### src/hdl/csdm_pkg.sv
// ----------------------------------------------------------------------------
// csdm_pkg
// Shared widths, constants and pipeline types for the concentric disk map.
// ----------------------------------------------------------------------------
package csdm_pkg;

    localparam int ANGLE_STAGES = 16;
    localparam int ATAN_LEN = 24;
    localparam int RUN_STAGES = (ANGLE_STAGES < ATAN_LEN) ? ANGLE_STAGES : ATAN_LEN;
    localparam int DIV_STAGES = 16;
    localparam int CW = 34;

    localparam logic [15:0] SCALE_RESET = 16'd4096;
    localparam logic [29:0] PI_OVER_4_Q30 = 30'd843314856;
    localparam logic [29:0] GAIN_Q30 = 30'd652032874;

    function automatic logic [29:0] atan_lut(input int i);
        logic [29:0] v;
        v = 30'd0;
        case (i)
            0: v = 30'h3243F6A8; 1: v = 30'h1DAC6705; 2: v = 30'h0FADBAFC;
            3: v = 30'h07F56EA6; 4: v = 30'h03FEAB76; 5: v = 30'h01FFD55B;
            6: v = 30'h00FFFAAA; 7: v = 30'h007FFF55; 8: v = 30'h003FFFEA;
            9: v = 30'h001FFFFD; 10: v = 30'h000FFFFF; 11: v = 30'h0007FFFF;
            12: v = 30'h0003FFFF; 13: v = 30'h0001FFFF; 14: v = 30'h0000FFFF;
            15: v = 30'h00007FFF; 16: v = 30'h00003FFF; 17: v = 30'h00001FFF;
            18: v = 30'h00000FFF; 19: v = 30'h000007FF; 20: v = 30'h000003FF;
            21: v = 30'h000001FF; 22: v = 30'h000000FF; 23: v = 30'h0000007F;
            default: v = 30'd0;
        endcase
        return v;
    endfunction

    // item flags carried alongside the data
    typedef struct packed {
        logic x_major;
        logic x_neg;
        logic y_neg;
        logic zero;
    } tag_t;

    // restoring divider cell state
    typedef struct packed {
        tag_t        tag;
        logic [15:0] major;
        logic [31:0] rem;
        logic [15:0] quo;
    } div_t;

    // rotation cell state
    typedef struct packed {
        tag_t            tag;
        logic signed [CW-1:0] cx;
        logic signed [CW-1:0] cy;
        logic signed [CW-1:0] cz;
    } rot_t;

endpackage

### src/hdl/csdm_div_cell.sv
// ----------------------------------------------------------------------------
// csdm_div_cell
// One restoring division step of the minor/major ratio.
// ----------------------------------------------------------------------------
module csdm_div_cell (
    input  logic               aclk,
    input  logic               en,
    input  logic [4:0]         bit_idx,
    input  csdm_pkg::div_t     d_in,
    output csdm_pkg::div_t     d_out
);
    csdm_pkg::div_t d_next;
    logic [31:0] trial;

    always_comb begin
        trial = {16'd0, d_in.major} << bit_idx;
        d_next = d_in;
        if (d_in.rem >= trial) begin
            d_next.rem = d_in.rem - trial;
            d_next.quo[bit_idx[3:0]] = 1'b1;
        end
    end

    always_ff @(posedge aclk) begin
        if (en) begin
            d_out <= d_next;
        end
    end
endmodule

### config.mk
export PLATFORM = sky130hd
export DESIGN_NAME = csdm_div_cell
export DESIGN_NICKNAME = d
export VERILOG_FILES = /design/src/hdl/csdm_pkg.sv /design/src/hdl/csdm_div_cell.sv
export SDC_FILE = /design/constraint.sdc
export NUM_CORES = 1
export LEC_CHECK = 0
export BUFFER_PORTS_ARGS = -buffer_cell sky130_fd_sc_hd__buf_2
export CORE_ASPECT_RATIO = 1.75
export CORE_MARGIN = 2
export CORE_UTILIZATION = 25
export DETAILED_ROUTE_END_ITERATION = 16
export PLACE_DENSITY = 0.45
export SYNTH_ARGS = -nofsm -noshare
export SYNTH_HDL_FRONTEND = slang
export SYNTH_SLANG_ARGS = --single-unit
### constraint.sdc
create_clock -name aclk -period 4.4 [get_ports aclk]
set_input_delay 0.44 -clock aclk [delete_from_list [all_inputs] [get_ports aclk]]
set_output_delay 0.44 -clock aclk [all_outputs]
set_load 0.005 [all_outputs]
# Word-level counts from Yosys, hierarchy flattened

Cells that the tools add are included.

$add $sub $neg: 1
Order comparisons: 3
Shifts and indexed selects: 1
Mux-type cells: 3
Bitwise gates (word level): 1
Reduce and logical (&&, ||, !) cells: 1

Operators with widths:

| cell                 | number |
|---|---|
| $mux W48             | 1 |
| $ge A32 B32 Y1       | 1 |
| $shl A16 B5 Y32      | 1 |
| $sub A32 B32 Y32     | 1 |
| $or A16 B16 Y16      | 1 |
| $lt A4 B5 Y1 const B | 1 |
| $demux W1 S4         | 1 |
| $ge A4 B1 Y1 const B | 1 |
| $logic_and A1 B1 Y1  | 1 |
| $mux W1              | 1 |

Flip-flop bits (word level): 68
Output and inout bits: 68
Word-level logic and storage cells: 17

# Logic depth before layout (Yosys ltp)

Word-level depth: 6
Depth in mapped cells: 20

# Worst setup path before layout

No wires, ideal clock.

Path kind: input to register
From: input port bit_idx[0]
To: register d_out[38] (netlist name) (data pin)
Setup time: 0.260 ns
Data arrival time: 3.733 ns
Setup slack: 0.406 ns
Cell stages on the path: 16
Buffers on the path: 5
Cells stage by stage: clkbuf_1 > buf_2 > mux2_2 > mux2i_1 > o21ai_0 > a221o_1 > nand2_1 > ha_1 > clkbuf_1 > and3_1 > a311oi_1 > nor3_1 > a211o_1 > buf_2 > buf_6 > mux2_4

RTL lines:

| item                 | line                | RTL |
|---|---|---|
| start, declared      | csdm_div_cell.sv:8  | `input logic [4:0] bit_idx,` |
| end signal, assigned | csdm_div_cell.sv:26 | `d_out <= d_next;` |
| end, declared        | csdm_div_cell.sv:10 | `output csdm_pkg::div_t d_out` |

==> impl_metrics.yaml <==
synth:
  synth_nets: 700
  syn_inst: 592
  synth_top_cell_by_area: "edfxtp_1"
  synthFlopType: "edfxtp_1"
  synthTopCellsByCount: "nand2_1 (75), edfxtp_1 (68), nor2_1 (59), a21oi_1 (58), ha_1 (32)"
  ys_top_cells_by_area: "edfxtp_1 (37%), ha_1 (7.3%), a21oi_1 (5.3%)"
  async_flop_share_pct: 0
  ys_seq_area_share_pct: 37.4
  syn_area_um2: 5470
  synth_top_area_share_pct: 37.4
  synth_seq_cells: 68
  synth.distinct_cells: 72
  synth-edff-count: 68
  syn_area_per_cell_um2: 9.23
  post-synth-top-count-cell: "nand2_1"
  synth_warnings: 0
worst_setup_path:
  required_ns: 4.49
  cpPeakStageDelay_ns: 0.41
  path_max_fanout: 13
  path_class: "in -> reg"
  endpoint_kind: "register"
  arrival_ns: 4.09
  critPathSlowestCell: "a221oi_1"
  crit_chain: "clkbuf_4 -> buf_4 -> mux2_2 -> nand2_1 -> o21ai_0 -> mux2_2 -> nand2_1 -> a21oi_1 -> a31oi_1 -> ha_1 -> a21oi_1 -> o21ai_1 -> a221oi_1 -> o21ai_0 -> o41ai_2 -> buf_4 -> o2111a_1 -> a211oi_2"
  start_kind: "input port"
detailed_routing:
  vias_per_cell: 4.75
  num_vias: 5053
  wl_um: 18400
  dr.pass1.iters: 5
  route.detailed.drc: 0
  routedWlPerCell_um: 17.3
  ant_nets: 0
  drt_iter0_markers: 205
timing:
  drv_slew: 0
  max_slew_margin_pct: 46.8
  tightest_slew_ns: 0.799
  fin_crit_ns: 3.99
  finalSetupViolations: 0
  timing.fmax_mhz: 250
  setup_tns_ns: 0
  rsz0062_at_grt: "no"
  hold_violations: 0
  timing.final.crit_share_pct: 90.7
  whs_ns: 0.272
clock_network:
  cts_setup_buffers: 0
  path_clk_slew_ns: 0.06
  htree_levels: 3
  clockBufferDepth: 2
  root_buffer: "clkbuf_16"
  numClockSinks: 68
  numCtsBuffers: 9
  cts_tree: "done"
cells_and_area:
  n_antenna_cell: 0
  fillers: 2336
  largest_register_ffs: 68
  multiInputGateArea_um2: 3200
  drive_gt1_share_pct: 32.2
  reg_top3: "d_out (68)"
  register_area_um2: 2040
  largest_register: "d_out"
  areaGrowthSynthToFinish_pct: 30.7
  nNetsFinal: 874
floorplanning:
  start_util_pct: 25.4
  io_pins: 143
  row_count: 71
  die_h_um: 200
  die_x_um: 116
  dieArea_um2: 23100
  fp.coreArea_um2: 21500
placed_design:
  port_buffers: 142
  hpwl_um: 15300
  gp_congestion: 0.851
pwr:
  p_total_mw: 2.57
  power_leakage_nw: 3.02
  p_per_area_nw_per_um2: 360
  ir_worst_vdd_uv: 180
flow_run:
  maxCapViolCount: 0
global_routing:
  grt_overflow_total: 0
  antenna_found_initial: 0
  grt_first_pass_wirelength_um: 28100
  grt_use_total_pct: 16.3
  grt_pass1_vias: 5208
  grt_max_degree: 54
outcome:
  status: "finished clean"
min_path:
  hp-class: "in -> reg"
layout by cell type, fill, tap and decap left out, drive strengths merged, types with 9 or more instances in the layout:
cell type,synthesis,routed
inv,19,19
nand3,13,13
ha,32,32
mux2i,18,18
nor3,12,12
xnor2,13,13
a22oi,9,9
o21bai,14,14
nor2,59,59
nand2b,10,10
edfxtp,68,68
a21o,11,11
clkbuf,12,10
mux2,15,15
o21ai,39,39
buf,17,191
nand2,75,75
a21oi,62,62
stage by stage:
stage / instance area (um^2) / setup slack [ns] / util (%) / std cells
after floorplan: 5470 / 0.406 / - / 592
after global placement: 6800 / 0.0181 / 31.6 / 1047
after detailed placement: 6800 / 0.00901 / 31.6 / 1047
after CTS: 7140 / 0.351 / 33.2 / 1063
after global routing: 7140 / 0.0768 / 33.2 / 1063
final: 7140 / 0.407 / 33.2 / 1063
final cells by class:
cell class | instances | area share, %
Multi-Input combinational cell | 474 | 44.9
Sequential cell | 68 | 28.6
Timing Repair Buffer | 192 | 15.6
Tap cell | 292 | 5.11
Clock buffer | 9 | 3.15
Clock inverter | 7 | 1.61
Inverter | 21 | 1.10
worst max-delay path: cells and delay by family:
| kind | cells | cell delay [ns] |
|---|---|---|
| AO/OA/AOI/OAI | 10 | 1.94 |
| adder cells (fa/ha/maj) | 1 | 0.35 |
| buffers and inverters | 3 | 0.56 |
| multiplexers | 2 | 0.67 |
| AND/OR/NAND/NOR | 2 | 0.14 |
kinds of logic after synthesis:
family	count (synthesis)	synth area share [%]
xor+xnor	21	3.36
flops	68	37.4
simple gates	197	16.5
fa+ha+maj	33	7.69
buf+inv	50	4.05
compound gates	189	24.1
mux	34	6.94
layer usage:
metal	track usage, %	part of all wire, %	up-vias
met1	16.1	36	2369
met5	0	0	-
met4	6.75	2.9	0
li1	-	-	2557
met3	2.43	3.0	22
met2	32.6	58	105
what timing repair did:
action	in CTS	in global routing
endpoints found under the setup margin	0	1
hold buffers	0	0
resized for setup	0	1
worst paths after layout:
check / slack, ns / endpoint / startpoint / depth (start not counted)
min: 0.27 / d_out[67]$_DFFE_PP_ / d_in[67] / 1
max: 0.41 / d_out[45]$_DFFE_PP_ / bit_idx[0] / 18
power breakdown:
part           switching, mW  internal (mW)
Clock                  0.291          0.551
Combinational          0.499          0.383
Sequential            0.0217          0.825
No activity file was read; power rests on OpenSTA's default activity.
