## src/hdl/csdm_pkg.sv

```systemverilog
// ----------------------------------------------------------------------------
// csdm_pkg
// Shared widths, constants and pipeline types for the concentric disk map.
// ----------------------------------------------------------------------------
package csdm_pkg;

    localparam int ANGLE_STAGES = 16;
    localparam int ATAN_LEN = 24;
    localparam int RUN_STAGES = (ANGLE_STAGES < ATAN_LEN) ? ANGLE_STAGES : ATAN_LEN;
    localparam int DIV_STAGES = 16;
    localparam int CW = 34;

    localparam logic [15:0] SCALE_RESET = 16'd4096;
    localparam logic [29:0] PI_OVER_4_Q30 = 30'd843314856;
    localparam logic [29:0] GAIN_Q30 = 30'd652032874;

    function automatic logic [29:0] atan_lut(input int i);
        logic [29:0] v;
        v = 30'd0;
        case (i)
            0: v = 30'h3243F6A8; 1: v = 30'h1DAC6705; 2: v = 30'h0FADBAFC;
            3: v = 30'h07F56EA6; 4: v = 30'h03FEAB76; 5: v = 30'h01FFD55B;
            6: v = 30'h00FFFAAA; 7: v = 30'h007FFF55; 8: v = 30'h003FFFEA;
            9: v = 30'h001FFFFD; 10: v = 30'h000FFFFF; 11: v = 30'h0007FFFF;
            12: v = 30'h0003FFFF; 13: v = 30'h0001FFFF; 14: v = 30'h0000FFFF;
            15: v = 30'h00007FFF; 16: v = 30'h00003FFF; 17: v = 30'h00001FFF;
            18: v = 30'h00000FFF; 19: v = 30'h000007FF; 20: v = 30'h000003FF;
            21: v = 30'h000001FF; 22: v = 30'h000000FF; 23: v = 30'h0000007F;
            default: v = 30'd0;
        endcase
        return v;
    endfunction

    // item flags carried alongside the data
    typedef struct packed {
        logic x_major;
        logic x_neg;
        logic y_neg;
        logic zero;
    } tag_t;

    // restoring divider cell state
    typedef struct packed {
        tag_t        tag;
        logic [15:0] major;
        logic [31:0] rem;
        logic [15:0] quo;
    } div_t;

    // rotation cell state
    typedef struct packed {
        tag_t            tag;
        logic signed [CW-1:0] cx;
        logic signed [CW-1:0] cy;
        logic signed [CW-1:0] cz;
    } rot_t;

endpackage

```

## src/hdl/csdm_rot_cell.sv

```systemverilog
// ----------------------------------------------------------------------------
// csdm_rot_cell
// One CORDIC rotation micro-step with its own angle constant.
// ----------------------------------------------------------------------------
module csdm_rot_cell (
    input  logic               aclk,
    input  logic               en,
    input  logic [4:0]         shift,
    input  logic [29:0]        atan_c,
    input  csdm_pkg::rot_t     r_in,
    output csdm_pkg::rot_t     r_out
);
    csdm_pkg::rot_t r_next;
    logic signed [csdm_pkg::CW-1:0] dx, dy, da;

    always_comb begin
        dx = r_in.cy >>> shift;
        dy = r_in.cx >>> shift;
        da = $signed({{(csdm_pkg::CW-30){1'b0}}, atan_c});
        r_next = r_in;
        if (!r_in.cz[csdm_pkg::CW-1]) begin
            r_next.cx = r_in.cx - dx;
            r_next.cy = r_in.cy + dy;
            r_next.cz = r_in.cz - da;
        end else begin
            r_next.cx = r_in.cx + dx;
            r_next.cy = r_in.cy - dy;
            r_next.cz = r_in.cz + da;
        end
    end

    always_ff @(posedge aclk) begin
        if (en) begin
            r_out <= r_next;
        end
    end
endmodule

```

## config.mk

```make
export PLATFORM = sky130hd
export DESIGN_NAME = csdm_rot_cell
export DESIGN_NICKNAME = d
export VERILOG_FILES = /design/src/hdl/csdm_pkg.sv /design/src/hdl/csdm_rot_cell.sv
export SDC_FILE = /design/constraint.sdc
export NUM_CORES = 1
export LEC_CHECK = 0
export BUFFER_PORTS_ARGS = -buffer_cell sky130_fd_sc_hd__buf_2
export CAP_MARGIN = 20
export CORE_ASPECT_RATIO = 0.75
export CORE_MARGIN = 2
export CORE_UTILIZATION = 52
export CTS_CLUSTER_DIAMETER = 50
export DETAILED_ROUTE_END_ITERATION = 10
export PLACE_DENSITY = 0.8
export SYNTH_ARGS = -nofsm -noshare
export SYNTH_HDL_FRONTEND = slang
export SYNTH_SLANG_ARGS = --single-unit
```

## constraint.sdc

```tcl
create_clock -name aclk -period 19 [get_ports aclk]
set_input_delay 1.9 -clock aclk [delete_from_list [all_inputs] [get_ports aclk]]
set_output_delay 1.9 -clock aclk [all_outputs]
set_load 0.01 [all_outputs]
```

* Word level (Yosys, flattened, before mapping) *
Index checks and enable logic that the tools add are counted.

word-level totals
  input bits = 143
  register bits after elaboration = 106

operators by class
  mux-type cells = 1
  shift-type cells = 2
  $add $sub $neg = 6

operator list
  kind              count
  $mux W102         1
  $add A34 B34 Y34  2
  $sshr A34 B5 Y34  2
  $sub A34 B34 Y34  2
  $add A34 B31 Y34  1
  $sub A34 B31 Y34  1

* Logic depth before layout (Yosys ltp) *
  word-level depth = 3
  gate-level depth with buffers = 27

* Worst setup path after synthesis *
OpenSTA, ideal clock, no wires.

  kind = input to register
  start point = input port shift[1]
  end point = register r_out[66] in the netlist's numbering, data pin
  slack = 11665 ps
  cell stages on the path = 24
  path buffers = 5
  library setup time = 264 ps
  arrival time = 7071 ps
  path through = buf_6 -> buf_4 -> buf_4 -> buf_2 -> buf_1 -> mux4_2 -> a32o_1 -> a211oi_1 -> ha_1 -> inv_1 -> nor4b_2 -> a21o_1 -> xnor2_1 -> ha_1 -> o21a_1 -> nor2_1 -> nor3_1 -> a221oi_1 -> o31ai_1 -> a21oi_1 -> a21oi_1 -> o211ai_1 -> a31oi_1 -> xor2_1

RTL lines
  item                  line                 RTL
  start, declared       csdm_rot_cell.sv:8   input logic [4:0] shift,
  end signal, assigned  csdm_rot_cell.sv:34  r_out <= r_next;
  end, declared         csdm_rot_cell.sv:11  output csdm_pkg::rot_t r_out

==> impl_results.md <==
- Die Span X: 198 um
- Slew HR: 15.8%
- Clock transition at path regs: 0.08 ns
- Avg Synthesized Cell Area: about 9.3 um2
- Initial antenna violation count: 0
- CTS tree: done
- RSZ-0062 raised after global routing: no
- Placed cell count: between 2,000 and 2,500
- HP Class: input pin to flip-flop
- Crit end category: flip-flop
- Clock Power Share: 16.0%
- Peak VDD IR: 45.4 uV
- Biggest regs: r_out x106
- Final nets: 2,024
- IO Pins: ~250
- # DRC: 0
- Port Buf Inserts: approximately 250
- Grt ovf: 0
- Bufs on Longest Clock Path: 2
- Crit path max fanout: 58
- Internal power: 0.730 mW
- FFs w/ async S/R, synth: 0%
- DRT Wirelength: about 53,000 um
- Net Switching: just over 0.5 mW
- H-Tree Depth: 3
- Die height: 149 um
- CP Class: input pin to flip-flop
- Syn Inst Count: between 1,500 and 2,000
- Sequential area share after synthesis: ~22%
- Number of flip-flops in the largest register: 106
- Syn_nets: approximately 1,800
- Vias in the first global route: 13,041
- Starting Density: between 50% and 60%
- Vias per cell: between 6 and 7
- Overall power: 1.25 mW
- Synth unique cells: 80
- Finish-stage setup viols: 0
- Area grow syn2layout: 11.7%
- CP max stage delay: slightly above 0.7 ns
- Final Non-Filler Cells: approximately 2,100
- Commonest cells after routing, fill and taps aside: 245 x buf_2, 155 x a21oi_1, 134 x nor2_1
- Worst slew pin tran: between 1 and 1.5 ns
- Switching Fraction: roughly two fifths
- Fmax achieved: 111 MHz
- Total GRT Usage: between 30% and 40%
- Cell taking the most area after synthesis: edfxtp_1
- Top cell family by delay on the critical path: compound AO/OA/AOI/OAI gates
- GP Congestion: 1.03
- Synthesized flop and latch total: 106
- Row count: 53
- CTS resizes: 0
- Worst hold stages: 1
- Synth warn: 0
- DR iter-0 viols: approximately 1,700
- Critical path's most frequent cell: nor2_1
- PwrDens: 76.1 nW/um2
- Hold EP: r_out[104]
- Top FF cell, synth: edfxtp_1
- Clock Sink Count: approximately 110
- Hold_sp: r_in[104]
- WP data required: around 19 ns
- Fin crit period: approximately 9 ns
- Via count: approximately 14,000
- Period utilization: between 40% and 50%
- Post-synth EDFFs: about 110
- First drt pass iteration count: 6
- Area of the multi-input gates: 10,900 um2
- Arrival @ worst endpoint: about 9.1 ns
- CTS root buf: clkbuf_16
- Critical Path Start Type: input pin
- Synthesized area: about 15,000 um2
- Max Slew Vio Count: 0
- Synth top area share: 21.7%
- Max Cap Violations: 0
- Largest net degree at the start of global routing: 96
- Post-CTS Setup Inserts: 0
- Detail Route Antenna Nets: 0
- Commonest non-fill, non-tap cell in the layout: buf_2
- Combinational power share: ~55%
- Synth top area cells: edfxtp_1 22%, mux4_2 14%, ha_1 8.7%, xnor2_1 6.1%, a21oi_1 5.3%
- Outcome: finished, final reports clean
- Share of cells above drive strength 1: 22.9%
- Core area: 27,900 um2
- Fillcell total: 2,465
- CP max-delay cell: a222oi_1
- Top reg by flops: r_out
- Wire length per cell: around 25 um
- Crit path cell chain: buf_4 -> buf_4 -> mux4_2 -> mux2_2 -> a222oi_1 -> a221o_1 -> ha_1 -> and2_1 -> nand3_1 -> nor2_1 -> nor2_1 -> xor2_1 -> ha_1 -> and3_1 -> a221o_1 -> a21oi_1 -> nor2_1 -> a41oi_1 -> o311ai_0 -> a21oi_1 -> o21ai_0 -> a311oi_1 -> xnor2_1
- Cell leakage power: about 7 nW
- Num CTS Buffers: 9
- Setup tns final: 0 ns
- Sequential power share: 28.8%
- Buf/Inv on CP: 2
- First-pass GRT wire length: ~80,000 um
- Hold Fails Final Rpt: 0
- Hold_buf cts: 0
- Placed wire-length estimate: 41,000 um
- FF/Latch Area: ~3200 um2
- Die area: 29,600 um2
power by group through the flow:
stage	Combinational [mW]	Sequential [mW]	Clock [mW]
after floorplan	0.427	0.398	0
after global placement	0.657	0.364	0
after detailed placement	0.670	0.364	0
after CTS	0.673	0.360	0.206
after global routing	0.745	0.365	0.211
final	0.687	0.359	0.200
cells by family (layout without fill, tap and decap cells):
group / count (synthesis) / count (layout) / share of synthesized area [%]
xor+xnor: 175 / 175 / 10.5
compound gates: 464 / 464 / 20.5
buf+inv: 122 / 328 / 3.98
flops: 106 / 106 / 21.7
fa+ha+maj: 105 / 105 / 9.12
mux: 184 / 184 / 20.5
simple gates: 419 / 419 / 13.7
other cells: 0 / 2 / 0
routing by layer:
| metal | wire [um] | GRT usage [%] |
|---|---|---|
| met1 | 23400 | 51.9 |
| met2 | 21700 | 49.9 |
| met3 | 6250 | 10.3 |
| met4 | 1230 | 9.32 |
| met5 | 0 | 0 |
cells in the mapped netlist (7+ instances only):
library cell  number
a211oi_1          20
a21o_1            56
a21oi_1          155
a221oi_1          10
a22oi_1           11
a31oi_1           28
and2_1            14
and3_1            10
buf_1             18
buf_2             18
buf_4             13
clkbuf_1          19
edfxtp_1         106
ha_1             102
inv_1             46
mux2_2            26
mux2i_1           68
mux4_2            88
nand2_1          119
nand2b_1          19
nand3_1           19
nand4_1            9
nor2_1           134
nor2b_1           21
nor3_1            27
nor4_1             7
o211ai_1           8
o21a_1            23
o21ai_0           57
o21bai_1           9
o22ai_1           17
xnor2_1          102
xor2_1            73
how the worst max path moves through the flow:
| stage | from | endpoint | slack [ns] | cells past startpoint |
|---|---|---|---|---|
| after floorplan | shift[1] | r_out[66] | 11.67 | 24 |
| after global placement | shift[1] | r_out[100] | 10.01 | 23 |
| after detailed placement | shift[1] | r_out[100] | 9.72 | 23 |
| after CTS | shift[1] | r_out[100] | 10.12 | 23 |
| after global routing | shift[1] | r_out[100] | 9.52 | 23 |
| final | shift[1] | r_out[100] | 9.99 | 23 |
metrics by stage:
stage | instance area [um2] | utilization (%) | worst slack [ns] | hold WS, ns
4_1_cts | 16400 | 58.8 | 10.12 | 1.68
5_1_grt | 16400 | 58.8 | 9.52 | 1.69
2_1_floorplan | 14700 | - | 11.67 | 2.00
3_5_place_dp | 16100 | 57.7 | 9.72 | 2.08
3_3_place_gp | 16100 | 57.7 | 10.01 | 2.08
6_report | 16400 | 58.8 | 9.99 | 1.70
cell type report:
class | count | area share [%]
multi-input combinational | 1347 | 66.5
sequential | 106 | 19.4
timing repair buffer | 264 | 8.42
tap | 357 | 2.73
clock buffer | 10 | 1.40
inverter | 48 | 1.10
clock inverter | 6 | 0.397
antenna | 2 | 0.0306
Note: power is estimated with default switching activity, not from simulation.
